===== src/sv/cpm_pkg.sv =====
package cpm_pkg;

    // Default sizes of the callsign store and of the position counter.
    localparam int CPM_MAX_CALL_LEN = 16;
    localparam int CPM_MAX_POSITION = 32;

    // Pattern characters with a special meaning.
    localparam logic [7:0] CH_DIGIT   = 8'h23;  // '#'
    localparam logic [7:0] CH_LETTER  = 8'h40;  // '@'
    localparam logic [7:0] CH_ANY     = 8'h3F;  // '?'
    localparam logic [7:0] CH_END     = 8'h2E;  // '.'
    localparam logic [7:0] CH_BR_OPEN = 8'h5B;  // '['
    localparam logic [7:0] CH_BR_CLOSE = 8'h5D; // ']'
    localparam logic [7:0] CH_RANGE   = 8'h2D;  // '-'
    localparam logic [7:0] CH_ZERO    = 8'h30;  // '0'
    localparam logic [7:0] CH_NINE    = 8'h39;  // '9'
    localparam logic [7:0] CH_UPPER_A = 8'h41;  // 'A'
    localparam logic [7:0] CH_UPPER_Z = 8'h5A;  // 'Z'

    // Operation codes of an input beat.
    localparam logic OP_LOAD  = 1'b0;
    localparam logic OP_MATCH = 1'b1;

    typedef struct packed {
        logic       operation;
        logic [7:0] character;
        logic       last;
        logic       last_pattern;
    } cpm_in_t;

    typedef struct packed {
        logic pattern_match;
        logic any_match;
        logic set_done;
    } cpm_out_t;

    function automatic logic is_digit(input logic [7:0] c);
        return (c >= CH_ZERO) && (c <= CH_NINE);
    endfunction

    function automatic logic is_letter(input logic [7:0] c);
        return (c >= CH_UPPER_A) && (c <= CH_UPPER_Z);
    endfunction

endpackage


===== src/sv/cpm_call_store.sv =====
module cpm_call_store import cpm_pkg::*; #(
    parameter int MAX_CALL_LEN = CPM_MAX_CALL_LEN,
    parameter int MAX_POSITION = CPM_MAX_POSITION
) (
    input  logic                                  aclk,
    input  logic                                  aresetn,
    input  logic                                  load_en,
    input  logic [7:0]                            load_char,
    input  logic                                  load_last,
    input  logic [$clog2(MAX_POSITION + 1)-1:0]   rd_pos,
    output logic [$clog2(MAX_CALL_LEN + 1)-1:0]   call_len,
    output logic [7:0]                            cur_char
);

    localparam int LEN_W = $clog2(MAX_CALL_LEN + 1);
    localparam int POS_W = $clog2(MAX_POSITION + 1);
    localparam int IDX_W = $clog2(MAX_CALL_LEN);
    localparam int AW    = (POS_W > IDX_W) ? POS_W : IDX_W;

    logic [7:0]       mem [MAX_CALL_LEN];
    logic [LEN_W-1:0] len_reg, len_next;
    logic             closed_reg, closed_next;
    logic [7:0]       rd_data_reg;
    logic [LEN_W-1:0] base_len;
    logic             wr_en;
    logic [IDX_W-1:0] wr_idx;
    logic [AW-1:0]    rd_wide;
    logic [IDX_W-1:0] rd_idx;

    // A load after a closed callsign starts a new one; extra characters are dropped.
    always_comb begin
        base_len    = closed_reg ? '0 : len_reg;
        wr_en       = load_en && (base_len < LEN_W'(MAX_CALL_LEN));
        wr_idx      = base_len[IDX_W-1:0];
        len_next    = len_reg;
        closed_next = closed_reg;
        if (load_en) begin
            len_next    = wr_en ? base_len + 1'b1 : base_len;
            closed_next = load_last;
        end
    end

    // Read address is the position the matcher holds next cycle.
    assign rd_wide = AW'(rd_pos);
    assign rd_idx  = rd_wide[IDX_W-1:0];

    always_ff @(posedge aclk) begin
        if (!aresetn) begin
            len_reg    <= '0;
            closed_reg <= 1'b0;
        end else begin
            len_reg    <= len_next;
            closed_reg <= closed_next;
        end
    end

    // Store array with a registered read; a write to the read address is forwarded.
    always_ff @(posedge aclk) begin
        if (wr_en) begin
            mem[wr_idx] <= load_char;
        end
        if (wr_en && (wr_idx == rd_idx)) begin
            rd_data_reg <= load_char;
        end else begin
            rd_data_reg <= mem[rd_idx];
        end
    end

    assign call_len = len_reg;
    assign cur_char = rd_data_reg;

endmodule


===== src/sv/callsign_pattern_matcher_top.sv =====
// A pattern beat with last gives its result beat on m_*, registered, in the cycle after acceptance.
// Throughput: one input beat per cycle; s_ready drops only while a result beat is stalled.
// Each beat is one pass of compare logic against the callsign character that the
// store has already read out, registered, for the current match position.
// Reset (aresetn, synchronous, active low) clears length, position, flags and output valid;
// callsign store contents are not cleared.
module callsign_pattern_matcher_top import cpm_pkg::*; #(
    parameter int MAX_CALL_LEN = CPM_MAX_CALL_LEN,
    parameter int MAX_POSITION = CPM_MAX_POSITION
) (
    input  logic     aclk,
    input  logic     aresetn,
    input  logic     s_valid,
    output logic     s_ready,
    input  cpm_in_t  s_payload,
    output logic     m_valid,
    input  logic     m_ready,
    output cpm_out_t m_payload
);

    localparam int LEN_W = $clog2(MAX_CALL_LEN + 1);
    localparam int POS_W = $clog2(MAX_POSITION + 1);
    localparam int CW    = (POS_W > LEN_W) ? POS_W : LEN_W;

    logic [POS_W-1:0] pos_reg, pos_next, pos_adv;
    logic             ok_reg, ok_next;
    logic             inb_reg, inb_next;
    logic             rp_reg, rp_next;
    logic [7:0]       rs_reg, rs_next;
    logic             bh_reg, bh_next;
    logic             any_reg, any_next;
    logic             m_valid_reg, m_valid_next;
    cpm_out_t         m_payload_reg, res_next;
    logic             res_valid;
    logic             accept;
    logic             load_en;
    logic [LEN_W-1:0] call_len;
    logic [7:0]       cc;
    logic             h;
    logic [7:0]       c;
    logic             bh_close;
    logic             ok_final;
    logic             any_final;

    assign s_ready = !m_valid_reg || m_ready;
    assign accept  = s_valid && s_ready;
    assign load_en = accept && (s_payload.operation == OP_LOAD);
    assign c       = s_payload.character;

    cpm_call_store #(
        .MAX_CALL_LEN(MAX_CALL_LEN),
        .MAX_POSITION(MAX_POSITION)
    ) u_store (
        .aclk     (aclk),
        .aresetn  (aresetn),
        .load_en  (load_en),
        .load_char(c),
        .load_last(s_payload.last),
        .rd_pos   (pos_next),
        .call_len (call_len),
        .cur_char (cc)
    );

    // Callsign character present at the current position; saturating advance.
    assign h       = CW'(pos_reg) < CW'(call_len);
    assign pos_adv = (pos_reg < POS_W'(MAX_POSITION)) ? pos_reg + 1'b1 : pos_reg;

    // Next pattern state and result for one beat.
    always_comb begin
        pos_next  = pos_reg;
        ok_next   = ok_reg;
        inb_next  = inb_reg;
        rp_next   = rp_reg;
        rs_next   = rs_reg;
        bh_next   = bh_reg;
        any_next  = any_reg;
        res_valid = 1'b0;
        res_next  = '0;
        bh_close  = 1'b0;
        ok_final  = 1'b0;
        any_final = 1'b0;

        if (accept) begin
            if (s_payload.operation == OP_LOAD) begin
                // A load aborts any pattern in progress and the set.
                pos_next = '0;
                ok_next  = 1'b1;
                inb_next = 1'b0;
                rp_next  = 1'b0;
                rs_next  = '0;
                bh_next  = 1'b0;
                any_next = 1'b0;
            end else begin
                if (inb_reg) begin
                    case (c)
                        CH_RANGE:    rp_next = 1'b1;
                        CH_BR_CLOSE: begin
                            bh_close = bh_reg || !h;
                            bh_next  = bh_close;
                            ok_next  = ok_reg && bh_close;
                            inb_next = 1'b0;
                            rp_next  = 1'b0;
                            pos_next = pos_adv;
                        end
                        CH_DIGIT:    bh_next = bh_reg || (h && is_digit(cc));
                        CH_LETTER:   bh_next = bh_reg || (h && is_letter(cc));
                        CH_ANY:      bh_next = 1'b1;
                        CH_END:      bh_next = bh_reg || !h;
                        default: begin
                            if (rp_reg) begin
                                bh_next = bh_reg || (h && (cc >= rs_reg) && (cc <= c));
                            end else begin
                                rs_next = c;
                                bh_next = bh_reg || (h && (cc == c));
                            end
                            rp_next = 1'b0;
                        end
                    endcase
                end else begin
                    case (c)
                        CH_DIGIT: begin
                            ok_next  = ok_reg && h && is_digit(cc);
                            pos_next = pos_adv;
                        end
                        CH_LETTER: begin
                            ok_next  = ok_reg && h && is_letter(cc);
                            pos_next = pos_adv;
                        end
                        CH_ANY:   pos_next = pos_adv;
                        CH_END: begin
                            ok_next  = ok_reg && !h;
                            pos_next = pos_adv;
                        end
                        CH_BR_OPEN: begin
                            inb_next = 1'b1;
                            rp_next  = 1'b0;
                            rs_next  = '0;
                            bh_next  = 1'b0;
                        end
                        default: begin
                            ok_next  = ok_reg && h && (cc == c);
                            pos_next = pos_adv;
                        end
                    endcase
                end

                // End of pattern: close an open bracket, report, start over.
                if (s_payload.last) begin
                    ok_final  = inb_next ? (ok_next && (bh_next || !h)) : ok_next;
                    any_final = any_reg || ok_final;
                    res_valid = 1'b1;
                    res_next.pattern_match = ok_final;
                    res_next.any_match     = any_final;
                    res_next.set_done      = s_payload.last_pattern;
                    pos_next = '0;
                    ok_next  = 1'b1;
                    inb_next = 1'b0;
                    rp_next  = 1'b0;
                    rs_next  = '0;
                    bh_next  = 1'b0;
                    any_next = s_payload.last_pattern ? 1'b0 : any_final;
                end
            end
        end
    end

    // Output register valid: loaded by a result, freed when taken.
    always_comb begin
        m_valid_next = m_valid_reg;
        if (res_valid) begin
            m_valid_next = 1'b1;
        end else if (m_ready) begin
            m_valid_next = 1'b0;
        end
    end

    always_ff @(posedge aclk) begin
        if (!aresetn) begin
            pos_reg     <= '0;
            ok_reg      <= 1'b1;
            inb_reg     <= 1'b0;
            rp_reg      <= 1'b0;
            rs_reg      <= '0;
            bh_reg      <= 1'b0;
            any_reg     <= 1'b0;
            m_valid_reg <= 1'b0;
        end else begin
            pos_reg     <= pos_next;
            ok_reg      <= ok_next;
            inb_reg     <= inb_next;
            rp_reg      <= rp_next;
            rs_reg      <= rs_next;
            bh_reg      <= bh_next;
            any_reg     <= any_next;
            m_valid_reg <= m_valid_next;
        end
    end

    // Result payload holds until replaced by the next result.
    always_ff @(posedge aclk) begin
        if (res_valid) begin
            m_payload_reg <= res_next;
        end
    end

    assign m_valid   = m_valid_reg;
    assign m_payload = m_payload_reg;

`ifndef ASSERT_OFF
    // A stalled result beat blocks the input side.
    a_stall_blocks: assert property (@(posedge aclk) disable iff (!aresetn)
        (m_valid_reg && !m_ready) |-> !s_ready)
        else $error("input accepted while result beat stalled");

    // A load beat leaves no pattern in progress and an empty set.
    a_load_clears: assert property (@(posedge aclk) disable iff (!aresetn)
        load_en |=> (pos_reg == '0 && !inb_reg && !rp_reg && !any_reg && ok_reg))
        else $error("load beat did not clear pattern state");

    // The last pattern of a set clears the running OR.
    a_set_end_clears: assert property (@(posedge aclk) disable iff (!aresetn)
        (res_valid && s_payload.last_pattern) |=> (!any_reg && m_payload_reg.set_done))
        else $error("set end did not clear running match");

    // A matching pattern always shows up in the running OR.
    a_any_covers: assert property (@(posedge aclk) disable iff (!aresetn)
        m_valid_reg |-> (!m_payload_reg.pattern_match || m_payload_reg.any_match))
        else $error("pattern match missing from any_match");

    // The match position never passes its limit.
    a_pos_limit: assert property (@(posedge aclk) disable iff (!aresetn)
        pos_reg <= POS_W'(MAX_POSITION))
        else $error("match position past limit");
`endif

endmodule

===== config.mk =====
export PLATFORM = sky130hd
export DESIGN_NAME = callsign_pattern_matcher_top
export DESIGN_NICKNAME = d
export VERILOG_FILES = /design/src/sv/cpm_pkg.sv /design/src/sv/cpm_call_store.sv /design/src/sv/callsign_pattern_matcher_top.sv
export SDC_FILE = /design/constraint.sdc
export NUM_CORES = 1
export LEC_CHECK = 0
export BUFFER_PORTS_ARGS = -buffer_cell sky130_fd_sc_hd__buf_2
export CORE_ASPECT_RATIO = 0.75
export CORE_UTILIZATION = 65
export CTS_BUF_LIST = sky130_fd_sc_hd__clkbuf_4 sky130_fd_sc_hd__clkbuf_8
export DETAILED_ROUTE_END_ITERATION = 7
export PLACE_DENSITY = 0.94
export SYNTH_ARGS = -nofsm -noshare
export SYNTH_HDL_FRONTEND = slang
export SYNTH_SLANG_ARGS = --single-unit

===== constraint.sdc =====
create_clock -name aclk -period 7.4 [get_ports aclk]
set_input_delay 1.11 -clock aclk [delete_from_list [all_inputs] [get_ports aclk]]
set_output_delay 1.11 -clock aclk [all_outputs]
set_load 0.005 [all_outputs]

[Word-level counts from Yosys, hierarchy flattened]
Memories as Yosys holds them, arrays and structs flattened. A register that Yosys moved wholly into a read port is not among the register bits.
Index checks and enable logic that the tools add are counted.
Storage, ports and cells
  register bits after elaboration: 29
  RAM bits: 128
  input bits: 15
  output and inout port bits: 5
  memories: 1
Memories
  u_store.mem: depth 16, bits a word 8, read ports 1, clocked after Yosys merged registers in 1, write ports 1, RTL line cpm_call_store.sv:20  | logic [7:0] mem [MAX_CALL_LEN];
Cells by class
  add/sub/neg operators: 2
  order comparisons: 9
  equality and inequality tests: 15
  mux-type cells: 53
  bitwise logic cells: 1
  reductions and logical operators: 37
Operator list (number)
  8-bit 2-to-1 mux: 6
  6-bit 2-to-1 mux: 6
  1-bit 2-to-1 mux: 35
  8-bit by 6-bit == test with 1-bit output, second input constant: 4
  8-bit by 7-bit == test with 1-bit output, second input constant: 3
  1-bit logical AND: 17
  4-bit inequality test, second input constant: 4
  5-bit 2-to-1 mux: 2
  3-bit AND reduction: 3
  8-bit == test: 1
  8-bit by 6-bit greater-or-equal comparator with 1-bit output, second input constant: 1
  8-bit by 7-bit greater-or-equal comparator with 1-bit output, second input constant: 1
  8-bit greater-or-equal comparator: 1
  8-bit by 6-bit less-or-equal comparator with 1-bit output, second input constant: 1
  8-bit by 7-bit less-or-equal comparator with 1-bit output, second input constant: 1
  8-bit less-or-equal comparator: 1
  1-bit logical OR: 8
  6-bit by 1-bit adder with 6-bit output, second input constant: 1
  6-bit by 5-bit less-than comparator with 1-bit output: 1
  6-bit less-than comparator, second input constant: 1
  6-bit OR reduction: 1
  5-bit by 1-bit adder with 5-bit output, second input constant: 1
  5-bit less-than comparator, second input constant: 1
  1-bit case mux with 5 select lines: 1
  13 further kinds: 15

[Longest topological paths before layout]
  depth after elaboration: 16
  mapped depth: 16

[By module]
A second synthesis with hierarchy kept.
Unflattened totals
  cells, all modules: 512
  area, all modules: 7343.3 um^2
Modules (own cells, without submodules)
  cpm_call_store: instances 1, cells an instance 260, area an instance 5357.6 um^2, sequential area each 4043.9 um^2
  callsign_pattern_matcher_top: instances 1, cells an instance 252, area an instance 1985.7 um^2, sequential area each 490.5 um^2

[Least setup slack after synthesis]
OpenSTA, ideal clock, no wires.
  kind: input-to-reg
  start: input port s_payload[6] (netlist bit)
  end: register m_payload_reg (netlist bit m_payload[1]), data pin
  setup time: 278 ps
  arrival time: 3113 ps
  slack: 4009 ps
  cell stages on the path: 8
  path through: nor4b_1 nor4b_2 nand2b_1 nand2_1 a21oi_1 and2b_1 o311ai_0 o31ai_1
On the way
  word-level cells in the longest chain between the ends: 12
  elaborated cells between the ends (all ways): 36
  those cells by class: order compare: 1; eq/ne: 8; mux: 17; reduce/logical: 10
RTL lines
  start, declared: RTL line callsign_pattern_matcher_top.sv:15  | input cpm_in_t s_payload,
  8-bit less-or-equal comparator / 8-bit == test (equally long branches): RTL line callsign_pattern_matcher_top.sv:111, callsign_pattern_matcher_top.sv:114, callsign_pattern_matcher_top.sv:141
  1-bit logical AND, on equally long branches: RTL line callsign_pattern_matcher_top.sv:111, callsign_pattern_matcher_top.sv:114
  1-bit logical OR, on equally long branches: RTL line callsign_pattern_matcher_top.sv:111, callsign_pattern_matcher_top.sv:114
  1-bit 2-to-1 mux: RTL line callsign_pattern_matcher_top.sv:110  | if (rp_reg) begin
  1-bit case mux with 5 select lines: RTL line callsign_pattern_matcher_top.sv:95  | case (c)
  1-bit 2-to-1 mux: RTL line callsign_pattern_matcher_top.sv:94  | if (inb_reg) begin
  1-bit 2-to-1 mux: RTL line callsign_pattern_matcher_top.sv:84  | if (s_payload.operation == OP_LOAD) begin
  1-bit 2-to-1 mux: RTL line callsign_pattern_matcher_top.sv:83  | if (accept) begin
  1-bit logical OR: RTL line callsign_pattern_matcher_top.sv:149  | ok_final = inb_next ? (ok_next && (bh_next || !h)) : ok_next;
  1-bit logical AND: RTL line callsign_pattern_matcher_top.sv:149
  1-bit 2-to-1 mux *: RTL line callsign_pattern_matcher_top.sv:149
  1-bit logical OR *: RTL line callsign_pattern_matcher_top.sv:150  | any_final = any_reg || ok_final;
  end signal, assigned: RTL line callsign_pattern_matcher_top.sv:202  | m_payload_reg <= res_next;
  end, declared: RTL line callsign_pattern_matcher_top.sv:33  | cpm_out_t m_payload_reg, res_next;
Every way passes the cells marked *; elsewhere a longest branch is shown, timed or not. The select of a mux whose other input is x is not followed.
A chain may end at the register's enable or synchronous reset.

==> impl_table.tex <==
\begin{tabular}{lr}
\hline
Metric & Value \\
\hline
\multicolumn{2}{l}{\textbf{STA}} \\
Achievable Freq & between 200 and 300 MHz \\
RSZ-0062 raised after global routing & no \\
Hold slack & approximately 450 ps \\
Fin crit share & around 53\% \\
Clock skew & roughly 13 ps \\
Count of pins over their slew limit & 0 \\
Minimum clock period & just under 4000 ps \\
Transition time at the pin with the least slew margin & between 1000 and 1500 ps \\
Count of final setup violators & 0 \\
Worst relative slew slack & around 26\% \\
Setup\_tns & 0 ps \\
Count of endpoints failing hold in the final timing report & 0 \\
\multicolumn{2}{l}{\textbf{Finish}} \\
Area added between synthesis and finish & 7.56\% \\
N\_diodes & 0 \\
Largest register FFs & approximately 130 \\
Net count of the finished layout & about 570 \\
Fraction of layout cells with a size suffix above 1 & between 15 and 20\% \\
Fillers & 673 \\
\multicolumn{2}{l}{\textbf{Power and ir drop}} \\
Leakage Power & 2.70 nW \\
Fraction of power consumed by sequential logic & approximately 56\% \\
Part of the total power dissipated in combinational logic & 6.3\% \\
Internal & roughly 0.0014 W \\
Maximum resistive drop on vdd & approximately 0.00019 V \\
Switching Power & 0.000396 W \\
P per Cell Area & 221 nW/um2 \\
Sw Ratio & 22.6\% \\
Clk network pwr share & a little under two fifths \\
\multicolumn{2}{l}{\textbf{Yosys}} \\
Yosys warns & 0 \\
Summed instance area of the synthesized netlist & approximately 7400 um2 \\
Syn Inst Count & about 500 \\
Post-synthesis async set-or-reset flop share & 0\% \\
Number of synthesized flops with an enable pin & 131 \\
Total of flip-flops plus latches after synthesis & between 150 and 200 \\
Proportion of synthesized chip area in sequential cells & $\sim$62\% \\
Mapped Nets & between 500 and 600 \\
Yosys top cell area share & 53.4\% \\
Most used DFF post-synth & sky130\_fd\_sc\_hd\_\_edfxtp\_1 \\
Top cell type by total area after synthesis & sky130\_fd\_sc\_hd\_\_edfxtp\_1 \\
Average size of a mapped cell & about 15 um2 \\
Synth top area cells & sky130\_fd\_sc\_hd\_\_edfxtp\_1, sky130\_fd\_sc\_hd\_\_dfxtp\_1, sky130\_fd\_sc\_hd\_\_mux4\_2 \\
Number of different library cells in the post-synthesis netlist & 67 \\
\multicolumn{2}{l}{\textbf{Setup path}} \\
Critical Setup Path Class & register to register \\
R2R depth & 14 \\
Reg-to-reg setup timing slack & 3470 ps \\
Crit path launch type & register \\
Worst reg2reg endpoint & m\_payload[1] \\
Setup crit end kind & register \\
Maximum fanout along the worst path & 27 \\
Data required time of the critical path & roughly 7600 ps \\
Data arrival time of the critical path & approximately 4100 ps \\
\multicolumn{2}{l}{\textbf{Route}} \\
Initial DRT Pass Iterations & 5 \\
Remaining antenna violation count after routing & 0 \\
Vias/cell & 6.70 \\
Post-DR wirelength/cell & between 20 and 25 um \\
Violation count after the first detailed-routing iteration & $\sim$700 \\
Number of vias after detailed routing & $\sim$4600 \\
Count of unresolved DRC violations after routing & 0 \\
Total wirelength of the detailed-routed design & 16.3 mm \\
\multicolumn{2}{l}{\textbf{Clock tree}} \\
Number of buffers added for setup after CTS & 0 \\
Post-cts resize count & 0 \\
Clk\_lat worst skew & roughly 460 ps \\
H-tree depth & 4 \\
CTS tree & built \\
Total CTS buffers & 17 \\
Longest Clk Path Bufs & 2 \\
Root Buffer & sky130\_fd\_sc\_hd\_\_clkbuf\_8 \\
Post-CTS clock slew at the launch and capture registers of the worst setup and hold paths & 90 ps \\
CTS sink count & approximately 160 \\
Number of hold buffers added after CTS & 0 \\
\multicolumn{2}{l}{\textbf{Placement}} \\
Port bufs & 19 \\
Placer's final routability congestion estimate & approximately 0.89 \\
Half-perimeter wire length after placement & $\sim$11 mm \\
\multicolumn{2}{l}{\textbf{Floorplanning}} \\
Number of top-level pins & 20 \\
Overall die width & 125 um \\
Effective utilization at floorplan & between 60\% and 70\% \\
Chip height & roughly 94 um \\
Area enclosed by the die boundary & about 12000 um2 \\
Core Region & between 10000 and 15000 um2 \\
Num rows & 33 \\
\multicolumn{2}{l}{\textbf{Global routing}} \\
Overall routing resource usage & approximately 30\% \\
Remaining Overflow, GRT & 0 \\
Global-route wire length before repair & $\sim$25 mm \\
Antenna violations before repair & 0 \\
Pin count of the biggest net entering global routing & 28 \\
Via count of the first global-routing pass & approximately 4600 \\
\multicolumn{2}{l}{\textbf{Min path}} \\
Min-Delay Endpoint & rs\_reg[6] \\
Critical hold path startpoint & rs\_reg[6] \\
Type of the tightest min-delay check & register to register \\
Hold Path Cell Cnt & 2 \\
\multicolumn{2}{l}{\textbf{Run}} \\
Max-capacitance violation count & 0 \\
\multicolumn{2}{l}{\textbf{Status}} \\
Outcome & finished clean \\
\hline
\end{tabular}
==> power by group through the flow <==
| stage | logic, W | registers, W | clock network (W) |
|---|---|---|---|
| 2_1_floorplan | 0.0000709 | 0.00101 | 0 |
| 3_3_place_gp | 0.0000988 | 0.00101 | 0 |
| 3_5_place_dp | 0.000106 | 0.00101 | 0 |
| 4_1_cts | 0.000109 | 0.000986 | 0.000660 |
| 5_1_grt | 0.000120 | 0.000986 | 0.000691 |
| 6_report | 0.000111 | 0.000986 | 0.000657 |
==> through the flow <==
stage               area, um2  power (W)  std cells  setup slack [ps]  utilization, %
floorplan                7360    0.00108        507              4010               -
global placement         7510    0.00110        654              3530            68.4
detailed placement       7510    0.00111        654              3330            68.4
CTS                      7920    0.00175        686              3480            72.1
global route             7920    0.00180        686              3190            72.1
finish                   7920    0.00175        686              3470            72.1
==> worst max-delay path by stage <==
stage                 startpoint      endpoint  slack, ps  cells after the start
finish                  register  m_payload[1]       3470                     14
global placement    s_payload[7]  m_payload[1]       3530                      9
detailed placement  s_payload[7]  m_payload[2]       3330                      9
CTS                     register  m_payload[1]       3480                     10
global route            register  m_payload[1]       3190                     14
floorplan           s_payload[6]  m_payload[1]       4010                      8
==> layout by cell type, fill, tap and decap left out, types with 6 or more instances in the layout <==
master                     count
sky130_fd_sc_hd__and2_1        6
sky130_fd_sc_hd__nor2_1       40
sky130_fd_sc_hd__ha_1         25
sky130_fd_sc_hd__nand2b_1     10
sky130_fd_sc_hd__mux4_2       19
sky130_fd_sc_hd__or3_1        13
sky130_fd_sc_hd__mux2i_1       6
sky130_fd_sc_hd__o21ai_0      17
sky130_fd_sc_hd__mux4_1       14
sky130_fd_sc_hd__inv_1        26
sky130_fd_sc_hd__edfxtp_1    131
sky130_fd_sc_hd__clkbuf_8     17
sky130_fd_sc_hd__nand2_1      38
sky130_fd_sc_hd__buf_2        19
sky130_fd_sc_hd__a22oi_1       6
sky130_fd_sc_hd__dfxtp_1      30
sky130_fd_sc_hd__a21oi_1      25
sky130_fd_sc_hd__nor2b_1       7
==> critical path, stage by stage (launching register included) <==
cell and delay (ps):
sky130_fd_sc_hd__dfxtp_1 340, sky130_fd_sc_hd__buf_4 430, sky130_fd_sc_hd__mux4_1 650, sky130_fd_sc_hd__o22ai_1 340, sky130_fd_sc_hd__nor2_1 120, sky130_fd_sc_hd__inv_1 120, sky130_fd_sc_hd__ha_1 230, sky130_fd_sc_hd__nand2b_1 140
sky130_fd_sc_hd__a21oi_1 160, sky130_fd_sc_hd__nor2b_1 70, sky130_fd_sc_hd__o2111ai_1 210, sky130_fd_sc_hd__a31o_2 190, sky130_fd_sc_hd__a211oi_2 50, sky130_fd_sc_hd__o41ai_2 460, sky130_fd_sc_hd__o31ai_1 120
==> logic make-up after synthesis <==
logic type / count (synthesis) / share of synthesized area (%)
buffers and inverters: 43 / 3.35
adders and majority gates: 25 / 4.25
muxes: 42 / 12.1
DFF: 161 / 61.6
xor gates and xnor gates: 2 / 0.238
AOI/OAI and AO/OA: 85 / 7.71
and+or+nand+nor: 149 / 10.7
==> cell usage after synthesis (2+ instances only) <==
| cell type | number |
|---|---|
| sky130_fd_sc_hd__a221oi_1 | 2 |
| sky130_fd_sc_hd__a21o_1 | 5 |
| sky130_fd_sc_hd__and3_1 | 2 |
| sky130_fd_sc_hd__a22oi_1 | 6 |
| sky130_fd_sc_hd__a31oi_1 | 4 |
| sky130_fd_sc_hd__buf_12 | 2 |
| sky130_fd_sc_hd__o41ai_2 | 2 |
| sky130_fd_sc_hd__clkbuf_1 | 7 |
| sky130_fd_sc_hd__nand2b_1 | 10 |
| sky130_fd_sc_hd__dfxtp_1 | 30 |
| sky130_fd_sc_hd__o311a_1 | 2 |
| sky130_fd_sc_hd__mux2i_1 | 6 |
| sky130_fd_sc_hd__a211oi_1 | 2 |
| sky130_fd_sc_hd__o211ai_1 | 2 |
| sky130_fd_sc_hd__nor4b_2 | 2 |
| sky130_fd_sc_hd__nand2_1 | 38 |
| sky130_fd_sc_hd__nand4b_1 | 2 |
| sky130_fd_sc_hd__clkinv_1 | 2 |
| sky130_fd_sc_hd__o31ai_1 | 3 |
| sky130_fd_sc_hd__mux2_2 | 2 |
| sky130_fd_sc_hd__nand4_1 | 3 |
| sky130_fd_sc_hd__mux4_1 | 14 |
| sky130_fd_sc_hd__mux4_2 | 19 |
| sky130_fd_sc_hd__o21a_1 | 2 |
| sky130_fd_sc_hd__o22ai_1 | 2 |
| sky130_fd_sc_hd__edfxtp_1 | 131 |
| sky130_fd_sc_hd__nor2b_1 | 7 |
| sky130_fd_sc_hd__nand3_1 | 2 |
| sky130_fd_sc_hd__nor3_1 | 5 |
| sky130_fd_sc_hd__buf_6 | 3 |
| sky130_fd_sc_hd__xor2_1 | 2 |
| sky130_fd_sc_hd__or2_2 | 4 |
| sky130_fd_sc_hd__a21oi_1 | 25 |
| sky130_fd_sc_hd__inv_1 | 26 |
| sky130_fd_sc_hd__o21ai_0 | 17 |
| sky130_fd_sc_hd__nor2_1 | 40 |
| sky130_fd_sc_hd__ha_1 | 25 |
| sky130_fd_sc_hd__and2_1 | 6 |
| sky130_fd_sc_hd__clkbuf_8 | 3 |
| sky130_fd_sc_hd__or3_1 | 13 |
==> metal layers <==
metal	vias up	GRT usage (%)	share of wire, %	wire length, um
met5	-	0	0	0
met4	0	11.9	1.9	315
met3	40	9.00	10	1680
met2	277	49.3	49	7990
met1	2264	37.9	39	6290
li1	2016	-	-	-
==> cell type report <==
class / instances / area [um2] / share of cell area [%]
multi-input combinational: 303 / 2580 / 32.6
sequential: 161 / 4530 / 57.3
tap: 140 / 175 / 2.21
timing repair buffer: 22 / 118 / 1.48
clock inverter: 14 / 164 / 2.07
inverter: 28 / 105 / 1.33
clock buffer: 18 / 241 / 3.05
(Power assumes the default switching activity.)
